File: src/fbtwd_pkg.sv
// Package with the letter codes, result types and lane types of the five-bit text word decoder.
package fbtwd_pkg;

	localparam int LANES   = 3;
	localparam int LANE_RES = 4;
	localparam int MAX_RES = 8;
	localparam int CNT_RES_W = 4;

	localparam logic [4:0] LT_LAST_ALPHA = 5'd25;
	localparam logic [4:0] LT_SPACE      = 5'd26;
	localparam logic [4:0] LT_PERIOD     = 5'd27;
	localparam logic [4:0] LT_BREAK      = 5'd28;
	localparam logic [4:0] LT_TILDE      = 5'd29;
	localparam logic [4:0] LT_ESC        = 5'd30;
	localparam logic [4:0] LT_END        = 5'd31;

	localparam logic [4:0] ESC_BANG = 5'd1;
	localparam logic [4:0] ESC_THE  = 5'd2;
	localparam logic [4:0] ESC_YOU  = 5'd3;

	typedef struct packed {
		logic [7:0] ch;
		logic       brk;
		logic       tend;
	} res_t;

	typedef struct packed {
		logic [2:0]                cnt;
		res_t [LANE_RES-1:0]       ent;
		logic                      is_end;
		logic                      esc_out;
	} lane_t;

endpackage

File: src/fbtwd_lane.sv
// One decoding lane: turns a single letter and its escape state into up to four results.
module fbtwd_lane import fbtwd_pkg::*; (
	input  logic [4:0] letter,
	input  logic       esc_in,
	output lane_t      lane
);

	res_t r;
	logic has_r;

	always_comb begin
		r = '0;
		has_r = 1'b1;
		if (letter <= LT_LAST_ALPHA) begin
			r.ch = 8'h41 + {3'b000, letter};
		end else begin
			case (letter)
				LT_SPACE:  r.ch = " ";
				LT_PERIOD: r.ch = ".";
				LT_BREAK:  r.brk = 1'b1;
				LT_TILDE:  r.ch = "~";
				LT_ESC:    has_r = 1'b0;
				LT_END:    r.tend = 1'b1;
				default:   has_r = 1'b0;
			endcase
		end
	end

	always_comb begin
		lane = '0;
		lane.is_end = (letter == LT_END);
		lane.esc_out = (letter == LT_ESC);
		if (esc_in && letter == ESC_BANG) begin
			lane.ent[0].ch = "!";
			lane.cnt = 3'd1;
		end else if (esc_in && letter == ESC_THE) begin
			lane.ent[0].ch = "T";
			lane.ent[1].ch = "H";
			lane.ent[2].ch = "E";
			lane.ent[3].ch = " ";
			lane.cnt = 3'd4;
		end else if (esc_in && letter == ESC_YOU) begin
			lane.ent[0].ch = "Y";
			lane.ent[1].ch = "O";
			lane.ent[2].ch = "U";
			lane.ent[3].ch = " ";
			lane.cnt = 3'd4;
		end else if (esc_in) begin
			// The unresolved escape gives a null result ahead of the letter.
			lane.ent[1] = r;
			lane.cnt = 3'd1 + {2'b00, has_r};
		end else begin
			lane.ent[0] = r;
			lane.cnt = {2'b00, has_r};
		end
	end

endmodule

File: src/fbtwd_merge.sv
// Merging stage: packs the results of the three lanes into one ordered list for the word.
module fbtwd_merge import fbtwd_pkg::*; (
	input  lane_t [LANES-1:0]   lanes,
	output res_t [MAX_RES-1:0]  list,
	output logic [CNT_RES_W-1:0] cnt,
	output logic                is_end,
	output logic                esc_out
);

	logic [LANES-1:0] active;
	logic [CNT_RES_W-1:0] ceff [LANES];
	logic [CNT_RES_W-1:0] off [LANES];
	logic [CNT_RES_W-1:0] pos;

	always_comb begin
		active[0] = 1'b1;
		active[1] = !lanes[0].is_end;
		active[2] = active[1] && !lanes[1].is_end;
		for (int k = 0; k < LANES; k++) begin
			ceff[k] = active[k] ? {1'b0, lanes[k].cnt} : '0;
		end
		off[0] = '0;
		off[1] = ceff[0];
		off[2] = ceff[0] + ceff[1];
		cnt = off[2] + ceff[2];
		is_end = |(active & {lanes[2].is_end, lanes[1].is_end, lanes[0].is_end});
		esc_out = active[2] && lanes[2].esc_out;
	end

	always_comb begin
		list = '0;
		pos = '0;
		for (int k = 0; k < LANES; k++) begin
			for (int e = 0; e < LANE_RES; e++) begin
				pos = off[k] + CNT_RES_W'(e);
				if (CNT_RES_W'(e) < ceff[k] && pos < CNT_RES_W'(MAX_RES)) begin
					list[pos[2:0]] = lanes[k].ent[e];
				end
			end
		end
	end

endmodule

File: src/five_bit_text_word_decoder_core.sv
// Top level of the five-bit text word decoder: input stage, lanes, result buffer and output.
//
// Each accepted item on the word channel is a 16-bit code word with three 5-bit
// letters, the first in bits 14..10. Every item gives one to eight result items
// on the char channel, in order, with last set on the final one of the word.
// Both channels move an item at a rising edge where valid is high and stall low.
// A word goes into the input register, is decoded by three letter lanes and
// merged into a result buffer, from which its results pass to the output
// register. Results leave at one per cycle while the receiver does not stall,
// three of them for a plain word, while the next word is already accepted and
// decoded behind it. The result buffer drains into the output register one
// entry a cycle when not stalled; that serialization sets the rate.
// When the receiver stalls, the output register holds its item and the stall
// backs up through the buffer to the word channel. Reset empties all stages,
// clears a pending escape and sets the text number to zero.
module five_bit_text_word_decoder_core import fbtwd_pkg::*; #(
	parameter int MAX_TEXTS = 1024
) (
	input  logic        clk,
	input  logic        arst_n,
	input  logic        word_valid,
	output logic        word_stall,
	input  logic [15:0] code_word,
	output logic        char_valid,
	input  logic        char_stall,
	output logic [7:0]  out_char,
	output logic        line_break,
	output logic        text_end,
	output logic [9:0]  text_number,
	output logic        last
);

	localparam int CNT_W = (MAX_TEXTS > 1) ? $clog2(MAX_TEXTS) : 1;
	localparam int TN_W = (CNT_W > 10) ? CNT_W : 10;

	logic [15:0] word_s1;
	logic        valid_s1;
	logic        s1_adv;

	logic             escape_q;
	logic [CNT_W-1:0] counter_q;
	logic [TN_W-1:0]  tn_wide;

	logic [4:0]           letters [LANES];
	logic [LANES-1:0]     esc_in;
	lane_t [LANES-1:0]    lanes;
	res_t [MAX_RES-1:0]   merged;
	logic [CNT_RES_W-1:0] merged_cnt;
	logic                 merged_end;
	logic                 merged_esc;

	res_t [MAX_RES-1:0]   list_s2;
	logic [CNT_RES_W-1:0] cnt_s2;
	logic [2:0]           idx_s2;
	logic [9:0]           tn_s2;
	logic                 valid_s2;
	logic                 s2_final;
	logic                 s2_free;
	logic                 out_free;

	logic       char_valid_q;
	logic [7:0] out_char_q;
	logic       line_break_q;
	logic       text_end_q;
	logic [9:0] text_number_q;
	logic       last_q;

	assign letters[0] = word_s1[14:10];
	assign letters[1] = word_s1[9:5];
	assign letters[2] = word_s1[4:0];
	assign esc_in[0] = escape_q;
	assign esc_in[1] = (letters[0] == LT_ESC);
	assign esc_in[2] = (letters[1] == LT_ESC);

	for (genvar k = 0; k < LANES; k++) begin : g_lane
		fbtwd_lane u_lane (
			.letter (letters[k]),
			.esc_in (esc_in[k]),
			.lane   (lanes[k])
		);
	end

	fbtwd_merge u_merge (
		.lanes   (lanes),
		.list    (merged),
		.cnt     (merged_cnt),
		.is_end  (merged_end),
		.esc_out (merged_esc)
	);

	assign tn_wide = TN_W'(counter_q);

	assign out_free = !char_valid_q || !char_stall;
	assign s2_final = ({1'b0, idx_s2} + 4'd1) == cnt_s2;
	assign s2_free = !valid_s2 || (out_free && s2_final);
	assign s1_adv = valid_s1 && s2_free;
	assign word_stall = valid_s1 && !s1_adv;

	always_ff @(posedge clk or negedge arst_n) begin
		if (!arst_n) begin
			valid_s1 <= 1'b0;
		end else if (word_valid && !word_stall) begin
			valid_s1 <= 1'b1;
		end else if (s1_adv) begin
			valid_s1 <= 1'b0;
		end
	end

	always_ff @(posedge clk) begin
		if (word_valid && !word_stall) begin
			word_s1 <= code_word;
		end
	end

	always_ff @(posedge clk or negedge arst_n) begin
		if (!arst_n) begin
			escape_q <= 1'b0;
			counter_q <= '0;
		end else if (s1_adv) begin
			escape_q <= merged_esc;
			if (merged_end) begin
				if (counter_q == CNT_W'(MAX_TEXTS - 1)) begin
					counter_q <= '0;
				end else begin
					counter_q <= counter_q + 1'b1;
				end
			end
		end
	end

	always_ff @(posedge clk or negedge arst_n) begin
		if (!arst_n) begin
			valid_s2 <= 1'b0;
			idx_s2 <= '0;
		end else if (s1_adv) begin
			valid_s2 <= (merged_cnt != '0);
			idx_s2 <= '0;
		end else if (valid_s2 && out_free) begin
			if (s2_final) begin
				valid_s2 <= 1'b0;
			end else begin
				idx_s2 <= idx_s2 + 1'b1;
			end
		end
	end

	always_ff @(posedge clk) begin
		if (s1_adv) begin
			list_s2 <= merged;
			cnt_s2 <= merged_cnt;
			tn_s2 <= tn_wide[9:0];
		end
	end

	always_ff @(posedge clk or negedge arst_n) begin
		if (!arst_n) begin
			char_valid_q <= 1'b0;
		end else if (out_free) begin
			char_valid_q <= valid_s2;
		end
	end

	always_ff @(posedge clk) begin
		if (out_free && valid_s2) begin
			out_char_q <= list_s2[idx_s2].ch;
			line_break_q <= list_s2[idx_s2].brk;
			text_end_q <= list_s2[idx_s2].tend;
			text_number_q <= tn_s2;
			last_q <= s2_final;
		end
	end

	assign char_valid = char_valid_q;
	assign out_char = out_char_q;
	assign line_break = line_break_q;
	assign text_end = text_end_q;
	assign text_number = text_number_q;
	assign last = last_q;

`ifndef SYNTHESIS
	a_buf_index: assert property (@(posedge clk) disable iff (!arst_n)
		valid_s2 |-> ({1'b0, idx_s2} < cnt_s2))
		else $error("result buffer index beyond its count");

	a_end_is_last: assert property (@(posedge clk) disable iff (!arst_n)
		char_valid && text_end |-> last)
		else $error("text end result is not the last of its word");

	a_end_advances: assert property (@(posedge clk) disable iff (!arst_n)
		(s1_adv && merged_end && MAX_TEXTS > 1) |=> (counter_q != $past(counter_q)))
		else $error("text number did not advance after a text end");

	a_mark_exclusive: assert property (@(posedge clk) disable iff (!arst_n)
		char_valid |-> !(line_break && text_end))
		else $error("line break and text end on one result");
`endif

endmodule

File: config.mk
export PLATFORM = sky130hd
export DESIGN_NAME = five_bit_text_word_decoder_core
export DESIGN_NICKNAME = d
export VERILOG_FILES = /design/src/fbtwd_pkg.sv /design/src/fbtwd_lane.sv /design/src/fbtwd_merge.sv /design/src/five_bit_text_word_decoder_core.sv
export SDC_FILE = /design/constraint.sdc
export NUM_CORES = 1
export LEC_CHECK = 0
export BUFFER_PORTS_ARGS = -buffer_cell sky130_fd_sc_hd__clkbuf_2
export CAP_MARGIN = 20
export CORE_MARGIN = 2
export CORE_UTILIZATION = 55
export CTS_CLUSTER_SIZE = 24
export DETAILED_ROUTE_END_ITERATION = 10
export PLACE_DENSITY = 0.78
export SYNTH_ARGS = -nofsm -noshare
export SYNTH_HDL_FRONTEND = slang
export SYNTH_SLANG_ARGS = --single-unit
File: constraint.sdc
create_clock -name clk -period 14.1 [get_ports clk]
set_clock_uncertainty 0.1 [all_clocks]
set_input_delay 1.41 -clock clk [delete_from_list [all_inputs] [get_ports clk]]
set_output_delay 1.41 -clock clk [all_outputs]
set_load 0.1 [all_outputs]
### Word level (Yosys, flattened, before mapping)

Index checks and enable logic that the tools add are counted.

| operators by class | value |
|---|---|
| muxes and demuxes | 136 |
| add/subtract/negate cells | 17 |
| order comparisons | 40 |
| bitwise logic cells | 1 |
| eq/ne operators | 30 |
| reductions and logical operators | 52 |

Operators with widths:

| cell | count |
|---|---|
| $bwmux 80 | 8 |
| $mux 80 | 8 |
| $demux 10 s3 | 8 |
| $mux 8 | 27 |
| $mux 10 | 20 |
| $eq 5x5->1 const B | 18 |
| $pmux 7 s3 | 3 |
| $mux 3 | 14 |
| $lt 3x4->1 const B | 10 |
| $mux 40 | 1 |
| $mux 2 | 18 |
| $mux 11 | 3 |
| $logic_and 1x1->1 | 32 |
| $bmux 10 s3 | 1 |
| $eq 5x2->1 const B | 6 |
| $mux 30 | 1 |
| $lt 4x4->1 const B | 7 |
| $add 7x5->8 const A | 3 |
| $ge 3x1->1 const B | 8 |
| $mux 7 | 3 |
| $mux 20 | 1 |
| $mux 6 | 3 |
| $mux 1 | 17 |
| $lt 1x4->1 const A | 4 |
| 25 further kinds | 52 |

| word-level totals | value |
|---|---|
| word-level logic and storage cells | 314 |
| output and inout port bits | 23 |
| flip-flop bits (word level) | 147 |
| bits of input ports | 20 |

### Logic depth before layout (Yosys ltp)

Gate-level depths: netlist (run 1).

| logic depth | value |
|---|---|
| depth after elaboration | 30 |
| gate-level depth with buffers | 23 |
| mapped depth without buffers | 20 |

### Hierarchy

A second synthesis (run 1) with hierarchy kept.

| unflattened totals | value |
|---|---|
| cells, all modules | 1693 |
| area total of the unflattened synthesis | 14361.3 um^2 |

By module, submodules not included:

| module | area an instance (um^2) | cells an instance | instances | sequential area each (um^2) |
|---|---|---|---|---|
| fbtwd_merge | 6711.4 | 1072 | 1 | 0.0 |
| five_bit_text_word_decoder_core | 5514.0 | 300 | 1 | 4329.2 |
| fbtwd_lane | 711.9 | 107 | 3 | 0.0 |

### Least setup slack after synthesis (run 1)

Ideal clock, no wire load.

| path | value |
|---|---|
| path kind | in2reg |
| from | input port char_stall |
| to | register escape_q |
| cell stages on the path | 4 |
| library setup time | 0.335 ns |
| data required time | 13.665 ns |
| path slack | 7.860 ns |
| arrival | 5.804 ns |
| path buffers | 0 |
| path through | nand2_1 a41oi_1 nor2b_1 o21ai_0 |

| on the way | value |
|---|---|
| cells in the longest elaborated chain, start to end | 5 |

Ends and longest elaborated chain:

| element | line | source |
|---|---|---|
| start: declaration | five_bit_text_word_decoder_core.sv:25 | `input logic char_stall,` |
| $logic_not 1->1 | five_bit_text_word_decoder_core.sv:93 | `assign out_free = !char_valid_q \|\| !char_stall;` |
| $logic_or 1x1->1 | five_bit_text_word_decoder_core.sv:93 |  |
| $logic_and 1x1->1 | five_bit_text_word_decoder_core.sv:95 | `assign s2_free = !valid_s2 \|\| (out_free && s2_final);` |
| $logic_or 1x1->1 | five_bit_text_word_decoder_core.sv:95 |  |
| $logic_and 1x1->1 | five_bit_text_word_decoder_core.sv:96 | `assign s1_adv = valid_s1 && s2_free;` |
| via s1_adv | five_bit_text_word_decoder_core.sv:38 | `logic s1_adv;` |
| end signal: assignment | five_bit_text_word_decoder_core.sv:120 | `escape_q <= merged_esc;` |
| end: declaration | five_bit_text_word_decoder_core.sv:40 | `logic escape_q;` |

The timed path passes the listed nets, and every way through them passes these cells.
A chain may end at the register's enable or synchronous reset.

==> flow_summary_export.csv, run 1 <==
group,metric,value,unit
global_routing,grt_max_degree,77,
critical_path,crit_type,"reg -> reg",
sta,slew_violations,0,
critical_path,crit_path_start_kind,"flip-flop",
sta,rsz0062_at_grt,"no",
sta,timing.fmax,139.7,MHz
critical_path,crit_top_cell,"ha_1",
global_routing,grt_pass1_wl,58.53,mm
route,drt_iter0_markers,1529,
clock_network,cts_tree,"yes",
critical_path,critPathMaxFanout,22,
floorplanning,dieWidth,141.6,um
synthesis,yosys_warnings,0,
floorplanning,initial_core_util,55.85,%
clock_network,htree_levels,4,
floorplanning,dieArea,20050,um^2
sta,setup_slack,6943,ps
synthesis,syn_inst,1163,
place,dp_cells,1380,
place,dp_worst_setup_slack,7310,ps
final_layout,nets,1224,
clock_network,cts_root_buf,"clkbuf_16",
synthesis,synth_ff_type,"edfxtp_1",
sta,hold_viol_final,0,
floorplanning,die_height,141.6,um
clock_network,cts_buffer_depth,2,
clock_network,cts_hold_buf,0,
clock_network,clock_latency,440,ps
final_layout,layout-drive-gt1-share,11.41,%
sta,holdWs,315.8,ps
sta,fin_crit,7157,ps
floorplanning,core,18640,um^2
synthesis,synth_edf_count,121,
critical_path,crit_chain,"inv_1 > ha_1 > nand4_1 > inv_1 > ha_1 > o31ai_1 > a21oi_1 > ha_1 > fa_1 > xnor2_2 > inv_2 > a211oi_2 > nand3_1 > o21ai_1 > a211oi_1 > o311ai_1",
global_routing,grt_pass1_vias,9315,
clock_network,postCtsSetupRepairBufs,0,
power,swShare,48.07,%
route,ant_nets,0,
sta,relSlewSlack,20.66,%
place,gp_congestion,1.099,
synthesis,synth_area,10410,um^2
critical_path,cpMaxStageDelayCell,"inv_1",
critical_path,required,14140,ps
sta,worst_pin_slew,1181,ps
synthesis,yosysSeqAreaShare,38.99,%
clock_network,cts_resized,0,
clock_network,path_clk_slew,70,ps
critical_path,slowest_delay,680,ps
min_path,hold_path_class,"reg -> reg",
global_routing,grtUsageTotal,39.23,%
power,p_clk_share,20.9,%
synthesis,async_flop_share,12.32,%
clock_network,cts_buffers,17,
sta,setup_viol,0,
sta,post-route-period-util,50.76,%
route,route.detailed.drc,0,
final_layout,antenna_cells,0,
floorplanning,ios,43,
synthesis,yosys-top-cells-area,"edfxtp_1 (35%), nor2_1 (4.4%), nand2_1 (4.2%)",
final_layout,syn_to_final_growth,9.362,%
synthesis,synth_fp_nets,1217,
synthesis,synth_area_leader_cell,"edfxtp_1",
power,p_comb_share,51.7,%
status,status,"finished, final reports clean",
floorplanning,rows,50,
critical_path,crit_buf_inv,3,
run,maxCapViolations,0,
place,io_buffers,40,
synthesis,netlist_top_cells_count,"edfxtp_1 (121), nor2_1 (121), nand2_1 (117)",
route,wl_per_cell,27.59,um
power,cell_internal_pwr,1.199,mW
power,ir_worst_vdd,108.9,uV
sta,tns,0,ps
final_layout,stdcell_count,1417,
synthesis,ys_ff_latch,138,
power,switchingPower,1.110,mW
synthesis,yosysUniqueCellTypes,92,
synthesis,yosys.area.top_type_share,34.90,%
place,dp.final_hpwl,29.56,mm
power,leakagePower,4.169,nW
route,postRouteWirelength,39.09,mm
route,vias,10329,
critical_path,cp-end-kind,"flip-flop",
critical_path,worstPathArrival,7200,ps
route,viasPerCell,7.289,
global_routing,grt.overflow.total,0,
clock_network,cts.sinks,138,
critical_path,critPathTopFamily,"compound AO/OA/AOI/OAI gates",
global_routing,antenna_found_initial,0,
power,seqPwrFrac,27.4,%
synthesis,avgSynthCellArea,8.952,um^2
route,firstDrtPassIters,6,
power,p_per_area,202.8,nW/um^2
==> flip-flops by register name (all words and copies together) (netlist names), 3 cells and up <==
| signal | cells |
|---|---|
| counter_q | 10 |
| out_char | 7 |
| idx_s2 | 3 |
| text_number | 10 |
| tn_s2 | 10 |
| list_s2 | 72 |
| word_s1 | 15 |
| cnt_s2 | 4 |
==> metrics by stage <==
stage | total power [mW] | area, um^2 | util, %
floorplan | 1.469 | 10410 | -
global placement | 1.780 | 10730 | 57.54
detailed placement | 1.783 | 10730 | 57.54
CTS | 2.268 | 11340 | 60.83
global route | 2.402 | 11390 | 61.07
finish | 2.309 | 11390 | 61.07
==> final cells by class <==
class                      instances  area (um^2)
clock inverter                    14        185.2
multi-input combinational        924         5979
sequential                       138         4059
fill                            1632         7257
inverter                          36        135.1
clock buffer                      18        429.2
timing repair buffer              53        305.3
tap                              234        292.8
==> final timing paths <==
check / startpoint / to / slack (ps) / cells after the start
min in group asynchronous: arst_n / counter_q[2] / 830 / 1
setup reg to reg: word_s1[10] / list_s2[17] / 6940 / 16
hold / removal: tn_s2[4] / text_number[4] / 320 / 0
max in group asynchronous: arst_n / idx_s2[2] / 12720 / 1
hold reg to reg: tn_s2[4] / text_number[4] / 320 / 0
setup / recovery: word_s1[10] / list_s2[17] / 6940 / 16
==> layer usage <==
layer	vias up	global-route usage (%)	routed length, um
met4	0	19.21	2039
li1	4539	-	-
met3	147	8.977	4415
met1	4868	54.61	15830
met2	775	57.95	16810
met5	-	0	0
==> logic make-up (layout without fill, tap and decap cells) <==
family / count (synthesis) / count (layout) / share of synthesized area [%]
other cells: 1 / 1 / 0.03602
flops: 138 / 138 / 38.99
xor+xnor: 17 / 17 / 1.502
buf+inv: 101 / 121 / 3.846
compound gates: 385 / 385 / 24.66
mux: 27 / 27 / 4.759
fa+ha+maj: 34 / 34 / 4.230
simple gates: 460 / 460 / 21.98
==> placed cells by master, fill, tap and decap left out, drive strengths merged, types with 18 or more instances in the layout <==
cell / n
a211oi: 28
a21oi: 87
clkbuf: 62
edfxtp: 121
ha: 32
inv: 40
mux4: 18
nand2: 117
nand3: 45
nand4: 25
nor2: 121
nor3: 42
o211ai: 18
o21ai: 90
o22ai: 23
or3: 19
==> power by group through the flow <==
stage,clock [mW],combinational (mW),sequential [mW]
6_report,0.482,1.19,0.633
5_1_grt,0.499,1.26,0.643
4_1_cts,0.487,1.15,0.633
3_5_place_dp,0,1.14,0.642
3_3_place_gp,0,1.14,0.637
2_1_floorplan,0,0.724,0.745
No activity file was read; power rests on OpenSTA's default activity.
==> inputs of run 2 (changes only) <==
--- a/config.mk
+++ b/config.mk
@@ -5,6 +5,7 @@
 export SDC_FILE = /design/constraint.sdc
 export NUM_CORES = 1
 export LEC_CHECK = 0
+export ABC_AREA = 1
 export BUFFER_PORTS_ARGS = -buffer_cell sky130_fd_sc_hd__clkbuf_2
 export CAP_MARGIN = 20
 export CORE_MARGIN = 2
==> constraint.sdc (replaced) <==
create_clock -name clk -period 7.1 [get_ports clk]
set_clock_uncertainty 0.1 [all_clocks]
set_input_delay 0.71 -clock clk [delete_from_list [all_inputs] [get_ports clk]]
set_output_delay 0.71 -clock clk [all_outputs]
set_load 0.1 [all_outputs]
==> flow_summary_export.csv, run 2 <==
group,metric,value,unit
status,status,"finished, final reports clean",
final_layout,reg_top3,"list_s2 x72, word_s1 x15",
floorplanning,rows,51,
critical_path,cpMaxStageDelayCell,"fa_1",
clock_network,cts.sinks,138,
critical_path,worstPathArrival,5770,ps
critical_path,slowest_delay,800,ps
sta,timing.fmax,175.5,MHz
clock_network,cts_hold_buf,0,
synthesis,yosys.area.top_type_share,32.86,%
run,maxCapViolations,0,
power,cell_internal_pwr,2.647,mW
sta,fin_crit,5697,ps
place,dp.final_hpwl,29.20,mm
place,dp_worst_setup_slack,1481,ps
critical_path,crit_type,"reg -> reg",
place,gp_congestion,1.038,
sta,relSlewSlack,28.27,%
clock_network,clock_latency,440,ps
clock_network,cts_buffers,17,
route,ant_nets,0,
final_layout,fin_area,12080,um^2
route,wl_per_cell,20.22,um
clock_network,cts_buffer_depth,2,
final_layout,antenna_cells,0,
power,p_clk_share,16.2,%
floorplanning,initial_core_util,56.44,%
synthesis,ys_ff_latch,138,
synthesis,netlist_top_cells_count,"nand2_1 (343), inv_1 (182), nor2_1 (169)",
final_layout,layout_common_cells,"nand2_1 (343), inv_1 (181), nor2_1 (169)",
synthesis,synth_edf_count,121,
route,dr.max_layer_used,"met4",
critical_path,cp-end-kind,"flip-flop",
sta,holdWs,134.9,ps
power,swShare,53.12,%
route,wl_met1,15.81,mm
global_routing,grt_max_degree,77,
place,dp_cells,1810,
sta,tns,0,ps
clock_network,cts_root_buf,"clkbuf_16",
route,vias,10826,
synthesis,synth_ff_type,"edfxtp_1",
synthesis,yosysMostFrequentCell,"nand2_1",
route,viasPerCell,5.874,
sta,post-route-period-util,80.23,%
floorplanning,dieArea,21250,um^2
floorplanning,dieWidth,145.8,um
synthesis,avgSynthCellArea,7.208,um^2
route,postRouteWirelength,37.26,mm
clock_network,postCtsSetupRepairBufs,0,
route,firstDrtPassIters,5,
final_layout,finish.utilization,61.66,%
place,post_dp_cell_area,11450,um^2
floorplanning,die_height,145.8,um
synthesis,yosys_warnings,0,
floorplanning,core,19590,um^2
critical_path,r2r_setup_slack,1400,ps
route,route.detailed.drc,0,
critical_path,crit_buf_inv,5,
global_routing,grt.overflow.total,0,
final_layout,mostFrequentLayoutCell,"nand2_1",
place,io_buffers,40,
synthesis,synth_area_leader_cell,"edfxtp_1",
critical_path,critPathTopFamily,"adder cells",
sta,rsz0062_at_grt,"no",
final_layout,nets,1619,
sta,setup_slack,1403,ps
global_routing,grt_pass1_vias,9910,
power,leakagePower,5.538,nW
critical_path,crit_chain,"ha_1 > o21bai_1 > a21oi_1 > nand4_1 > ha_1 > inv_1 > nand2_1 > nand2_4 > inv_2 > ha_1 > fa_1 > inv_2 > nor2_2 > inv_2 > nor2_2 > xor2_1 > nand2_4 > nor2_8 > nand2_1 > inv_1 > a21oi_1 > o21ai_0 > a21oi_1",
global_routing,grt_pass1_wl,57.26,mm
route,wl_met2,16.71,mm
synthesis,synth_fp_nets,1588,
power,p_per_area,467.4,nW/um^2
floorplanning,ios,43,
global_routing,grtUsageTotal,35.11,%
clock_network,cts_tree,"yes",
power,seqPwrFrac,25.0,%
critical_path,required,7180,ps
route,met3WireLength,3.195,mm
synthesis,syn_inst,1534,
clock_network,htree_levels,4,
critical_path,critPathMaxFanout,13,
power,ir_worst_vdd,228.1,uV
clock_network,cts_resized,0,
sta,worst_pin_slew,1075,ps
final_layout,num-fill-cells,1803,
final_layout,largest_register_ffs,72,
min_path,hold_path_class,"in -> async",
synthesis,synth_area,11060,um^2
final_layout,stdcell_count,1843,
clock_network,path_clk_slew,70,ps
global_routing,antenna_found_initial,0,
power,switchingPower,2.999,mW
final_layout,top_register,"list_s2",
power,power,5.646,mW
sta,setup_viol,0,
synthesis,yosysUniqueCellTypes,55,
route,drt_iter0_markers,1285,
sta,slew_violations,0,
sta,hold_viol_final,0,
final_layout,layout-drive-gt1-share,12.42,%
synthesis,yosys-top-cells-area,"edfxtp_1 (33%), nand2_1 (12%), o21ai_0 (6.6%)",
power,p_comb_share,58.8,%
critical_path,crit_path_start_kind,"flip-flop",
synthesis,yosysSeqAreaShare,36.71,%
final_layout,syn_to_final_growth,9.245,%
synthesis,async_flop_share,12.32,%
==> run 2: cell types whose count changed after synthesis, sizes merged, moves of 28 or more <==
| cell | before | now |
|---|---|---|
| nand2 | 117 | 375 |
| inv | 34 | 219 |
| o21ai | 90 | 183 |
| nor2 | 121 | 198 |
| nand3 | 45 | 109 |
| clkbuf | 43 | 15 |
==> run 2: final timing paths <==
path                                  end         from  cells after the start
setup / recovery              list_s2[68]  word_s1[10]                     23
setup reg to reg              list_s2[68]  word_s1[10]                     23
hold reg to reg            text_number[2]     tn_s2[2]                      0
hold / removal                 char_valid       arst_n                      1
min in group clk           text_number[2]     tn_s2[2]                      0
max in group asynchronous    counter_q[9]       arst_n                      1
==> run 2: power groups by stage <==
| stage | clock [mW] | combinational, mW | sequential (mW) |
|---|---|---|---|
| finish | 0.914 | 3.32 | 1.41 |
| global placement | 0 | 3.17 | 1.42 |
| floorplan | 0 | 2.02 | 1.78 |
| detailed placement | 0 | 3.19 | 1.43 |
| global route | 0.956 | 3.61 | 1.44 |
| CTS | 0.917 | 3.22 | 1.41 |
==> run 2: cell type report <==
| type | instances | area (um^2) | area share (%) |
|---|---|---|---|
| Sequential cell | 138 | 4059 | 33.60 |
| Inverter | 223 | 840.8 | 6.961 |
| Timing Repair Buffer | 45 | 257.7 | 2.134 |
| Tap cell | 265 | 331.6 | 2.745 |
| Multi-Input combinational cell | 1140 | 5988 | 49.58 |
| Clock inverter | 12 | 122.6 | 1.015 |
| Clock buffer | 20 | 479.2 | 3.967 |
==> run 2: cell families (layout without fill, tap and decap cells) <==
logic type	count (synthesis)	after routing	synth area share, %
adder cells (fa/ha/maj)	34	34	3.983
other	1	1	0.03392
AO/OA/AOI/OAI	362	362	17.91
flip-flops	138	138	36.71
AND/OR/NAND/NOR	722	722	30.56
buffers and inverters	256	300	9.132
XOR/XNOR	21	21	1.663
==> run 2: per-layer routing <==
metal,vias to the layer above,GRT usage (%)
met5,-,0
met4,0,13.53
met3,95,6.238
met2,558,55.59
met1,4987,48.14
li1,5186,-
